==> src/design/advrid_pkg.sv <==
`default_nettype none
package advrid_pkg;

    localparam int COUNT_WIDTH = 32;
    localparam int QUEUE_DEPTH = 4;
    localparam int QPTR_W      = $clog2(QUEUE_DEPTH);
    localparam int QCNT_W      = $clog2(QUEUE_DEPTH + 1);

    localparam logic [15:0] SVC_UUID   = 16'hFFFA;
    localparam logic [15:0] MFR_ID     = 16'h0200;
    localparam logic [7:0]  RID_APP_ID = 8'h0D;
    localparam logic [7:0]  TYPE_SVC16 = 8'h16;
    localparam logic [7:0]  TYPE_MFG   = 8'hFF;
    localparam logic [7:0]  MIN_ADV    = 8'd6;

    localparam logic [1:0] PH_SEARCH = 2'd0;
    localparam logic [1:0] PH_STREAM = 2'd1;
    localparam logic [1:0] PH_FOUND  = 2'd2;
    localparam logic [1:0] PH_STOP   = 2'd3;

    localparam logic KIND_PAY = 1'b0;
    localparam logic KIND_SUM = 1'b1;

    // one queue entry: optional payload byte, optional summary
    typedef struct packed {
        logic               has_pay;
        logic [7:0]         pay_byte;
        logic               pay_last;
        logic               has_sum;
        logic               found;
        logic               ext;
        logic [47:0]        addr;
        logic signed [7:0]  rssi;
        logic [7:0]         plen;
    } t_rec;

    typedef struct packed {
        logic full;
        logic empty;
    } t_q_stat;

endpackage
`default_nettype wire

==> src/design/advrid_front.sv <==
`default_nettype none
module advrid_front (
    input  wire                     i_clk,
    input  wire                     i_rst_n,
    input  wire                     i_accept,
    input  wire [7:0]               i_data_byte,
    input  wire                     i_start_of_adv,
    input  wire [7:0]               i_adv_length,
    input  wire                     i_is_extended,
    input  wire [47:0]              i_device_address,
    input  wire signed [7:0]        i_signal_strength,
    output logic                    o_push,
    output advrid_pkg::t_rec        o_rec
);

    logic [7:0] r_pos, n_pos;
    logic [8:0] r_nfs, n_nfs;
    logic [7:0] r_flen, n_flen;
    logic [7:0] r_ftype, n_ftype;
    logic [7:0] r_idlo, n_idlo;
    logic [1:0] r_phase, n_phase;
    logic [7:0] r_mlen, n_mlen;

    logic [7:0]  p;
    logic [8:0]  p9, b9, len9, rel;
    logic [15:0] id;
    logic        fin, active, cand, has_pay, last;

    always_comb begin
        p       = i_start_of_adv ? 8'd0 : r_pos;
        n_nfs   = i_start_of_adv ? 9'd0 : r_nfs;
        n_flen  = i_start_of_adv ? 8'd0 : r_flen;
        n_ftype = i_start_of_adv ? 8'd0 : r_ftype;
        n_idlo  = i_start_of_adv ? 8'd0 : r_idlo;
        n_phase = i_start_of_adv ? advrid_pkg::PH_SEARCH : r_phase;
        n_mlen  = i_start_of_adv ? 8'd0 : r_mlen;

        p9      = {1'b0, p};
        b9      = {1'b0, i_data_byte};
        len9    = {1'b0, i_adv_length};
        fin     = (i_adv_length == 8'd0) || (p9 + 9'd1 >= len9);
        active  = (i_adv_length >= advrid_pkg::MIN_ADV) &&
                  (n_phase != advrid_pkg::PH_STOP) && (n_phase != advrid_pkg::PH_FOUND);
        rel     = p9 - (n_nfs - {1'b0, n_flen} - 9'd1);
        id      = {i_data_byte, n_idlo};
        cand    = (n_flen >= 8'd4) &&
                  (((n_ftype == advrid_pkg::TYPE_SVC16) && (id == advrid_pkg::SVC_UUID)) ||
                   ((n_ftype == advrid_pkg::TYPE_MFG) && (id == advrid_pkg::MFR_ID)));
        has_pay = 1'b0;
        last    = 1'b0;

        if (active) begin
            if ((n_phase == advrid_pkg::PH_SEARCH) && (p9 == n_nfs)) begin
                if (p9 + 9'd1 < len9) begin
                    if ((i_data_byte == 8'd0) || (p9 + b9 >= len9)) begin
                        n_phase = advrid_pkg::PH_STOP;
                    end else begin
                        n_flen = i_data_byte;
                        n_nfs  = p9 + b9 + 9'd1;
                    end
                end
            end else if (p9 < n_nfs) begin
                if (n_phase == advrid_pkg::PH_SEARCH) begin
                    if (rel == 9'd1) begin
                        n_ftype = i_data_byte;
                    end else if (rel == 9'd2) begin
                        n_idlo = i_data_byte;
                    end else if (rel == 9'd3) begin
                        if (!cand) begin
                            n_ftype = 8'd0;
                        end
                    end else if (rel == 9'd4) begin
                        if ((n_ftype != 8'd0) && (n_flen >= 8'd5) &&
                            (i_data_byte == advrid_pkg::RID_APP_ID)) begin
                            n_mlen  = n_flen - 8'd5;
                            n_phase = (n_mlen != 8'd0) ? advrid_pkg::PH_STREAM
                                                       : advrid_pkg::PH_FOUND;
                        end
                    end
                end else if ((rel >= 9'd6) && (rel <= {1'b0, n_flen})) begin
                    has_pay = 1'b1;
                    last    = (rel == {1'b0, n_flen});
                    if (last) begin
                        n_phase = advrid_pkg::PH_FOUND;
                    end
                end
            end
        end

        o_rec.has_pay  = has_pay;
        o_rec.pay_byte = i_data_byte;
        o_rec.pay_last = last;
        o_rec.has_sum  = fin;
        o_rec.found    = (i_adv_length >= advrid_pkg::MIN_ADV) &&
                         ((n_phase == advrid_pkg::PH_STREAM) ||
                          (n_phase == advrid_pkg::PH_FOUND));
        o_rec.ext      = i_is_extended;
        o_rec.addr     = i_device_address;
        o_rec.rssi     = i_signal_strength;
        o_rec.plen     = o_rec.found ? n_mlen : 8'd0;
        o_push         = i_accept && (has_pay || fin);

        n_pos = p + 8'd1;
        if (fin) begin
            n_pos   = 8'd0;
            n_nfs   = 9'd0;
            n_flen  = 8'd0;
            n_ftype = 8'd0;
            n_idlo  = 8'd0;
            n_phase = advrid_pkg::PH_SEARCH;
            n_mlen  = 8'd0;
        end
    end

    always_ff @(posedge i_clk) begin
        if (!i_rst_n) begin
            r_pos   <= 8'd0;
            r_nfs   <= 9'd0;
            r_flen  <= 8'd0;
            r_ftype <= 8'd0;
            r_idlo  <= 8'd0;
            r_phase <= advrid_pkg::PH_SEARCH;
            r_mlen  <= 8'd0;
        end else if (i_accept) begin
            r_pos   <= n_pos;
            r_nfs   <= n_nfs;
            r_flen  <= n_flen;
            r_ftype <= n_ftype;
            r_idlo  <= n_idlo;
            r_phase <= n_phase;
            r_mlen  <= n_mlen;
        end
    end

endmodule
`default_nettype wire

==> src/design/advrid_queue.sv <==
`default_nettype none
module advrid_queue (
    input  wire                     i_clk,
    input  wire                     i_rst_n,
    input  wire                     i_push,
    input  advrid_pkg::t_rec        i_rec,
    input  wire                     i_pop,
    output advrid_pkg::t_rec        o_head,
    output advrid_pkg::t_q_stat     o_stat
);

    localparam logic [advrid_pkg::QPTR_W-1:0] PTR_LAST =
        advrid_pkg::QPTR_W'(advrid_pkg::QUEUE_DEPTH - 1);
    localparam logic [advrid_pkg::QCNT_W-1:0] CNT_FULL =
        advrid_pkg::QCNT_W'(advrid_pkg::QUEUE_DEPTH);

    advrid_pkg::t_rec r_mem [advrid_pkg::QUEUE_DEPTH];
    logic [advrid_pkg::QPTR_W-1:0] r_wr, r_rd;
    logic [advrid_pkg::QCNT_W-1:0] r_count;

    assign o_head       = r_mem[r_rd];
    assign o_stat.full  = (r_count == CNT_FULL);
    assign o_stat.empty = (r_count == '0);

    always_ff @(posedge i_clk) begin
        if (i_push) begin
            r_mem[r_wr] <= i_rec;
        end
    end

    always_ff @(posedge i_clk) begin
        if (!i_rst_n) begin
            r_wr    <= '0;
            r_rd    <= '0;
            r_count <= '0;
        end else begin
            if (i_push) begin
                r_wr <= (r_wr == PTR_LAST) ? '0 : r_wr + 1'b1;
            end
            if (i_pop) begin
                r_rd <= (r_rd == PTR_LAST) ? '0 : r_rd + 1'b1;
            end
            if (i_push && !i_pop) begin
                r_count <= r_count + 1'b1;
            end else if (!i_push && i_pop) begin
                r_count <= r_count - 1'b1;
            end
        end
    end

    a_no_overflow: assert property (@(posedge i_clk) disable iff (!i_rst_n)
        !(i_push && o_stat.full && !i_pop))
        else $error("push into full queue");
    a_no_underflow: assert property (@(posedge i_clk) disable iff (!i_rst_n)
        !(i_pop && o_stat.empty))
        else $error("pop from empty queue");

endmodule
`default_nettype wire

==> src/design/advrid_back.sv <==
`default_nettype none
module advrid_back (
    input  wire                     i_clk,
    input  wire                     i_rst_n,
    input  advrid_pkg::t_rec        i_head,
    input  advrid_pkg::t_q_stat     i_q_stat,
    output logic                    o_pop,
    input  wire                     i_stall,
    output logic                    o_valid,
    output logic                    o_kind,
    output logic [7:0]              o_payload_byte,
    output logic                    o_payload_last,
    output logic                    o_found,
    output logic                    o_was_extended,
    output logic [47:0]             o_source_address,
    output logic signed [7:0]       o_source_strength,
    output logic [7:0]              o_payload_length,
    output logic [31:0]             o_total_count,
    output logic [31:0]             o_match_count,
    output logic [31:0]             o_legacy_count,
    output logic [31:0]             o_extended_count
);

    localparam int CW = advrid_pkg::COUNT_WIDTH;

    logic                   r_valid;
    logic                   r_pay_sent;
    logic                   r_kind;
    logic [7:0]             r_pbyte;
    logic                   r_plast;
    logic                   r_found;
    logic                   r_ext;
    logic [47:0]            r_addr;
    logic signed [7:0]      r_rssi;
    logic [7:0]             r_plen;
    logic [CW-1:0]          r_total, r_match, r_legacy, r_extcnt;
    logic [CW-1:0]          n_total, n_match, n_legacy, n_extcnt;
    logic [63:0]            w_total, w_match, w_legacy, w_extcnt;

    logic load, load_pay, load_sum;

    always_comb begin
        load     = !i_q_stat.empty && (!r_valid || !i_stall);
        load_pay = load && i_head.has_pay && !r_pay_sent;
        load_sum = load && !load_pay;
        o_pop    = load && !(load_pay && i_head.has_sum);

        n_total  = r_total + 1'b1;
        n_match  = r_match;
        n_legacy = r_legacy;
        n_extcnt = r_extcnt;
        if (i_head.found) begin
            n_match = r_match + 1'b1;
            if (i_head.ext) begin
                n_extcnt = r_extcnt + 1'b1;
            end else begin
                n_legacy = r_legacy + 1'b1;
            end
        end
    end

    always_ff @(posedge i_clk) begin
        if (!i_rst_n) begin
            r_valid    <= 1'b0;
            r_pay_sent <= 1'b0;
            r_total    <= '0;
            r_match    <= '0;
            r_legacy   <= '0;
            r_extcnt   <= '0;
        end else begin
            if (load) begin
                r_valid <= 1'b1;
            end else if (!i_stall) begin
                r_valid <= 1'b0;
            end
            if (load_pay) begin
                r_pay_sent <= i_head.has_sum;
            end else if (load_sum) begin
                r_pay_sent <= 1'b0;
            end
            if (load_sum) begin
                r_total  <= n_total;
                r_match  <= n_match;
                r_legacy <= n_legacy;
                r_extcnt <= n_extcnt;
            end
        end
    end

    always_ff @(posedge i_clk) begin
        if (load_pay) begin
            r_kind  <= advrid_pkg::KIND_PAY;
            r_pbyte <= i_head.pay_byte;
            r_plast <= i_head.pay_last;
            r_found <= 1'b0;
            r_ext   <= 1'b0;
            r_addr  <= '0;
            r_rssi  <= '0;
            r_plen  <= '0;
        end else if (load_sum) begin
            r_kind  <= advrid_pkg::KIND_SUM;
            r_pbyte <= '0;
            r_plast <= 1'b0;
            r_found <= i_head.found;
            r_ext   <= i_head.ext;
            r_addr  <= i_head.addr;
            r_rssi  <= i_head.rssi;
            r_plen  <= i_head.plen;
        end
    end

    // counters are zero on payload beats
    assign w_total  = (r_kind == advrid_pkg::KIND_SUM) ? 64'(r_total)  : 64'd0;
    assign w_match  = (r_kind == advrid_pkg::KIND_SUM) ? 64'(r_match)  : 64'd0;
    assign w_legacy = (r_kind == advrid_pkg::KIND_SUM) ? 64'(r_legacy) : 64'd0;
    assign w_extcnt = (r_kind == advrid_pkg::KIND_SUM) ? 64'(r_extcnt) : 64'd0;

    assign o_valid           = r_valid;
    assign o_kind            = r_kind;
    assign o_payload_byte    = r_pbyte;
    assign o_payload_last    = r_plast;
    assign o_found           = r_found;
    assign o_was_extended    = r_ext;
    assign o_source_address  = r_addr;
    assign o_source_strength = r_rssi;
    assign o_payload_length  = r_plen;
    assign o_total_count     = w_total[31:0];
    assign o_match_count     = w_match[31:0];
    assign o_legacy_count    = w_legacy[31:0];
    assign o_extended_count  = w_extcnt[31:0];

    a_pay_sent_head: assert property (@(posedge i_clk) disable iff (!i_rst_n)
        r_pay_sent |-> !i_q_stat.empty)
        else $error("payload half sent but queue head gone");
    a_total_step: assert property (@(posedge i_clk) disable iff (!i_rst_n)
        load_sum |=> (r_total == CW'($past(r_total) + 1'b1)))
        else $error("total counter did not step on summary");
    a_match_bound: assert property (@(posedge i_clk) disable iff (!i_rst_n)
        !load_sum |=> (r_match == $past(r_match)) && (r_total == $past(r_total)))
        else $error("counter moved without a summary");

endmodule
`default_nettype wire

==> src/design/adv_remote_id_extractor.sv <==
// A result beat is written into the queue and then into the output register before it can be taken.
// A final byte that also carries a payload byte gives a payload beat followed by a summary beat.
// Throughput: one input beat per cycle; output drains one beat per cycle while i_stall is low, via a 4-entry queue.
// Input stalls only while that queue is full.
// Reset (synchronous, active low) clears the walk state, the four counters, the queue
// and the output valid.
`default_nettype none
module adv_remote_id_extractor (
    input  wire                 i_clk,
    input  wire                 i_rst_n,
    input  wire                 i_valid,
    output logic                o_stall,
    input  wire [7:0]           i_data_byte,
    input  wire                 i_start_of_adv,
    input  wire [7:0]           i_adv_length,
    input  wire                 i_is_extended,
    input  wire [47:0]          i_device_address,
    input  wire signed [7:0]    i_signal_strength,
    output logic                o_valid,
    input  wire                 i_stall,
    output logic                o_kind,
    output logic [7:0]          o_payload_byte,
    output logic                o_payload_last,
    output logic                o_found,
    output logic                o_was_extended,
    output logic [47:0]         o_source_address,
    output logic signed [7:0]   o_source_strength,
    output logic [7:0]          o_payload_length,
    output logic [31:0]         o_total_count,
    output logic [31:0]         o_match_count,
    output logic [31:0]         o_legacy_count,
    output logic [31:0]         o_extended_count
);

    advrid_pkg::t_rec    push_rec, head_rec;
    advrid_pkg::t_q_stat q_stat;
    logic                push, pop, accept;

    assign o_stall = q_stat.full;
    assign accept  = i_valid && !q_stat.full;

    advrid_front u_front (
        .i_clk             (i_clk),
        .i_rst_n           (i_rst_n),
        .i_accept          (accept),
        .i_data_byte       (i_data_byte),
        .i_start_of_adv    (i_start_of_adv),
        .i_adv_length      (i_adv_length),
        .i_is_extended     (i_is_extended),
        .i_device_address  (i_device_address),
        .i_signal_strength (i_signal_strength),
        .o_push            (push),
        .o_rec             (push_rec)
    );

    advrid_queue u_queue (
        .i_clk   (i_clk),
        .i_rst_n (i_rst_n),
        .i_push  (push),
        .i_rec   (push_rec),
        .i_pop   (pop),
        .o_head  (head_rec),
        .o_stat  (q_stat)
    );

    advrid_back u_back (
        .i_clk             (i_clk),
        .i_rst_n           (i_rst_n),
        .i_head            (head_rec),
        .i_q_stat          (q_stat),
        .o_pop             (pop),
        .i_stall           (i_stall),
        .o_valid           (o_valid),
        .o_kind            (o_kind),
        .o_payload_byte    (o_payload_byte),
        .o_payload_last    (o_payload_last),
        .o_found           (o_found),
        .o_was_extended    (o_was_extended),
        .o_source_address  (o_source_address),
        .o_source_strength (o_source_strength),
        .o_payload_length  (o_payload_length),
        .o_total_count     (o_total_count),
        .o_match_count     (o_match_count),
        .o_legacy_count    (o_legacy_count),
        .o_extended_count  (o_extended_count)
    );

endmodule
`default_nettype wire

==> config.mk <==
export PLATFORM = sky130hd
export DESIGN_NAME = adv_remote_id_extractor
export DESIGN_NICKNAME = d
export VERILOG_FILES = /design/src/design/advrid_pkg.sv /design/src/design/advrid_front.sv /design/src/design/advrid_queue.sv /design/src/design/advrid_back.sv /design/src/design/adv_remote_id_extractor.sv
export SDC_FILE = /design/constraint.sdc
export NUM_CORES = 1
export LEC_CHECK = 0
export BUFFER_PORTS_ARGS = -buffer_cell sky130_fd_sc_hd__buf_2
export CAP_MARGIN = 20
export CORE_ASPECT_RATIO = 1.1
export CORE_MARGIN = 5
export CORE_UTILIZATION = 63
export CTS_CLUSTER_DIAMETER = 30
export DETAILED_ROUTE_END_ITERATION = 10
export PLACE_DENSITY = 0.93
export SYNTH_ARGS = -nofsm -noshare
export SYNTH_HDL_FRONTEND = slang
export SYNTH_SLANG_ARGS = --single-unit
==> constraint.sdc <==
create_clock -name i_clk -period 15.1 [get_ports i_clk]
set_clock_uncertainty 0.15 [all_clocks]
set_input_delay 2.265 -clock i_clk [delete_from_list [all_inputs] [get_ports i_clk]]
set_output_delay 2.265 -clock i_clk [all_outputs]
set_load 0.05 [all_outputs]
==> metrics <==
status=complete, no violations; CTS sink count=574; Leakage Power=12.17 nW; I/O pin cnt=284; sequential power share=0.336; required time worst endpoint=15.22 ns; final critical-path share of the clock period=0.5397; Sw Pwr=2.026 mW; CTS tree=built; CP Class=input pin to flip-flop; share of cells above drive strength 1=0.2452; DIE HEIGHT=221.0 um; CP Cell Sequence=buf_2, inv_1, nand2_1, fa_1, inv_1, ha_1, o211a_1, o31a_1, nor3_1, nor2_1, ha_1, nand4_1, nor2_1, nor2_1, o31ai_1, o2111a_1, o21a_1, and2_4, buf_4; starting density of the core=0.6361; utilization after layout=0.7720; wirelength, routed=73,740 um; Sw Ratio=0.3505; number of fill cells=2,188; maxcap violations=0; first-pass GRT wire length=113,300 um; Final ANT Viol Nets=0; synthesis-to-finish area growth=21.38%; P_int=3.755 mW; Placement Setup Slack=6.509 ns; CP Launch Type=input pin; fin. max-slew vios=0; initial antenna violation count=6; RSZ-0062 raised after global routing=false; Compound-Gate Fraction of Synth Area=0.07534; cell area after placement=0.02730 mm^2; Setup Buffers After CTS=0; main combinational cell family by area after synthesis=simple AND/OR/NAND/NOR gates; largest net degree at the start of global routing=130; Final HPWL DP=43,200 um; hold-fix buffers at CTS=0; Avg Inst Size Synth=12.61 um^2; peak supply drop=0.1507 mV; HP Class=flip-flop to flip-flop; register area share after synthesis=0.5752; Hold WS=0.3252 ns; DIE AREA=0.04459 mm^2; yosys warns=0; Synth Instances=2,021; GRT Total Usage=0.3243; Setup-failing EPs final=0; PostCTS Resize Cnt=0; Synth Area in XOR/XNOR=0.04604; combinational share of power=0.251; final instance area=0.03094 mm^2; Final GP Congestion=0.9482; CP Capture Type=flip-flop; Die X=201.8 um; Worst-path clk slew=0.05 ns; Max Freq=122.7 MHz; dpl cells=2,734; Post-Syn Area=0.02549 mm^2; Root Buffer Master=clkbuf_16; First-pass DRT Iterations=6; Core Area=0.04008 mm^2; H-Tree Depth=3; final-report hold violation count=0; most used cell, CP=nor2_1; crit-path max FO=47; syn_nets=2,171; Worst-Skew Late Latency=0.64 ns; GRT overflow=0; Clock Path Buffers=3; #FFs+latches synth=574; Clock Power Share=0.413; Buffers on Ports=283; floorplan row count=77; Worst-Margin Slew=1.066 ns; vias in the first global route=19,150; simple-gate share of the synthesized area=0.1618; PwrDens=186.8 mW/mm^2; final worst path period need=8.149 ns; Worst path max stage delay=0.82 ns; CP arrival=8.27 ns; vias post-DR=18,620; Initial DRC Count=2,002; number of vias per cell=6.363; slew margin rel.=0.2831; async set-reset flop share out of synthesis=0; Post-synth EDFFs=317; fin cells=2,927; Slowest-stage cell, CP=inv_1; setup slack after layout=6.951 ns; most used flip-flop cell after synthesis=edfxtp_1; DR WL/cell=25.19 um; mux cell area share after synthesis=0.08000; DRC viols=0; synth unique cells=73; setup tns final=0 ns; Post-Synth Adder-Cell Area=0.03828; Final #Nets=2,475; TritonCTS Buffers=100; Tot Pwr=5.781 mW
[final timing paths]
path                                                   from                          end  slack (ns)  depth (start not counted)
worst min-delay path            u_back.o_source_address[45]  u_back.o_source_address[45]        0.33                          1
worst max register to register             u_front.r_pos[1]          u_queue.r_mem[3][4]        9.13                         16
worst max-delay path                         i_start_of_adv         u_queue.r_mem[0][69]        6.95                         19
worst min register to register  u_back.o_source_address[45]  u_back.o_source_address[45]        0.33                          1
[cell usage in the layout (no fill, tap or decap), types with 6 or more instances in the layout]
master / instances
a21o_1: 6
and4_1: 11
xnor2_1: 99
dfxtp_1: 254
a21boi_0: 35
nor4_1: 12
inv_6: 20
or3_1: 30
a22oi_1: 19
and3_1: 29
buf_2: 282
nand3b_1: 9
a21oi_1: 18
edfxtp_1: 317
mux2i_1: 26
mux4_2: 77
o21ai_0: 41
xor2_1: 35
nand2_1: 122
nor2b_1: 61
clkinv_2: 9
o21a_1: 11
buf_4: 17
fa_1: 10
bufinv_16: 10
inv_1: 57
clkinv_4: 9
nand2b_1: 6
nand4_1: 33
nor3_1: 24
ha_1: 62
clkinvlp_4: 12
a22o_1: 79
and2_1: 237
inv_8: 9
clkbuf_16: 105
nand3_1: 72
nor2_1: 42
[metal layers]
layer  vias up  wire length (um)  global-route usage  share of wire
li1       8030                 -                   -              -
met1      9061             25770              0.3819           0.35
met2      1227             37430              0.5538           0.51
met3       302              6083             0.06969          0.082
met4         4              4414              0.1813          0.060
met5         -                34                   0        0.00046
[area by class of cell]
class                   instances  area, um^2  area share
multi-input cells            1292       10240      0.3311
well taps                     513       641.9     0.02074
flip-flops and latches        574       14670      0.4742
clock buffers                 112        2704     0.08739
inverters                      57       214.0    0.006915
repair buffers                300        1544     0.04990
clock inverters                75       909.6     0.02940
diodes                          4       10.01   0.0003235
[cell usage after synthesis, types with 19 or more instances]
| library cell | count | area share |
|---|---|---|
| edfxtp_1 | 317 | 0.37 |
| dfxtp_1 | 257 | 0.20 |
| and2_1 | 241 | 0.059 |
| nand2_1 | 122 | 0.018 |
| xnor2_1 | 99 | 0.034 |
| a22o_1 | 79 | 0.027 |
| clkbuf_1 | 79 | 0.012 |
| mux4_2 | 77 | 0.068 |
| nand3_1 | 72 | 0.014 |
| ha_1 | 62 | 0.030 |
| nor2b_1 | 61 | 0.015 |
| inv_1 | 57 | 0.0084 |
| nor2_1 | 42 | 0.0062 |
| o21ai_0 | 42 | 0.0082 |
| a21boi_0 | 35 | 0.010 |
| xor2_1 | 35 | 0.012 |
| nand4_1 | 33 | 0.0081 |
| or3_1 | 30 | 0.0074 |
| and3_1 | 29 | 0.0071 |
| mux2i_1 | 26 | 0.010 |
| nor3_1 | 24 | 0.0047 |
| a22oi_1 | 19 | 0.0056 |
[worst max-delay path: cells and delay by family]
family	cells	cell delay, ns
AOI/OAI and AO/OA	5	1.15
adders and majority gates	3	1.30
buffers and inverters	4	1.82
and+or+nand+nor	7	1.65
[power by group through the flow]
stage          logic, mW  registers, mW  clock network [mW]
2_1_floorplan      0.715           2.26                   0
3_3_place_gp        1.34           1.95                   0
3_5_place_dp        1.39           1.96                   0
4_1_cts             1.44           1.94                2.40
5_1_grt             1.51           1.96                2.49
6_report            1.45           1.94                2.39
[sequential cells by signal (all words and copies together) (netlist names), 2 cells and up, named ones only]
name	cells
u_queue.r_mem	308
u_back.o_source_address	48
u_back.r_extcnt	32
u_back.r_legacy	32
u_back.r_match	32
u_back.r_total	32
u_front.r_nfs	9
u_back.o_payload_byte	8
u_back.o_payload_length	8
u_back.o_source_strength	8
u_front.r_flen	8
u_front.r_ftype	8
u_front.r_idlo	8
u_front.r_mlen	8
u_front.r_pos	8
u_queue.r_count	3
u_front.r_phase	2
u_queue.r_rd	2
u_queue.r_wr	2
[logic make-up after synthesis]
family / Yosys count
xor+xnor: 134
buf+inv: 155
compound gates: 256
simple gates: 723
mux: 107
flops: 574
fa+ha+maj: 72
(Power assumes the default switching activity.)
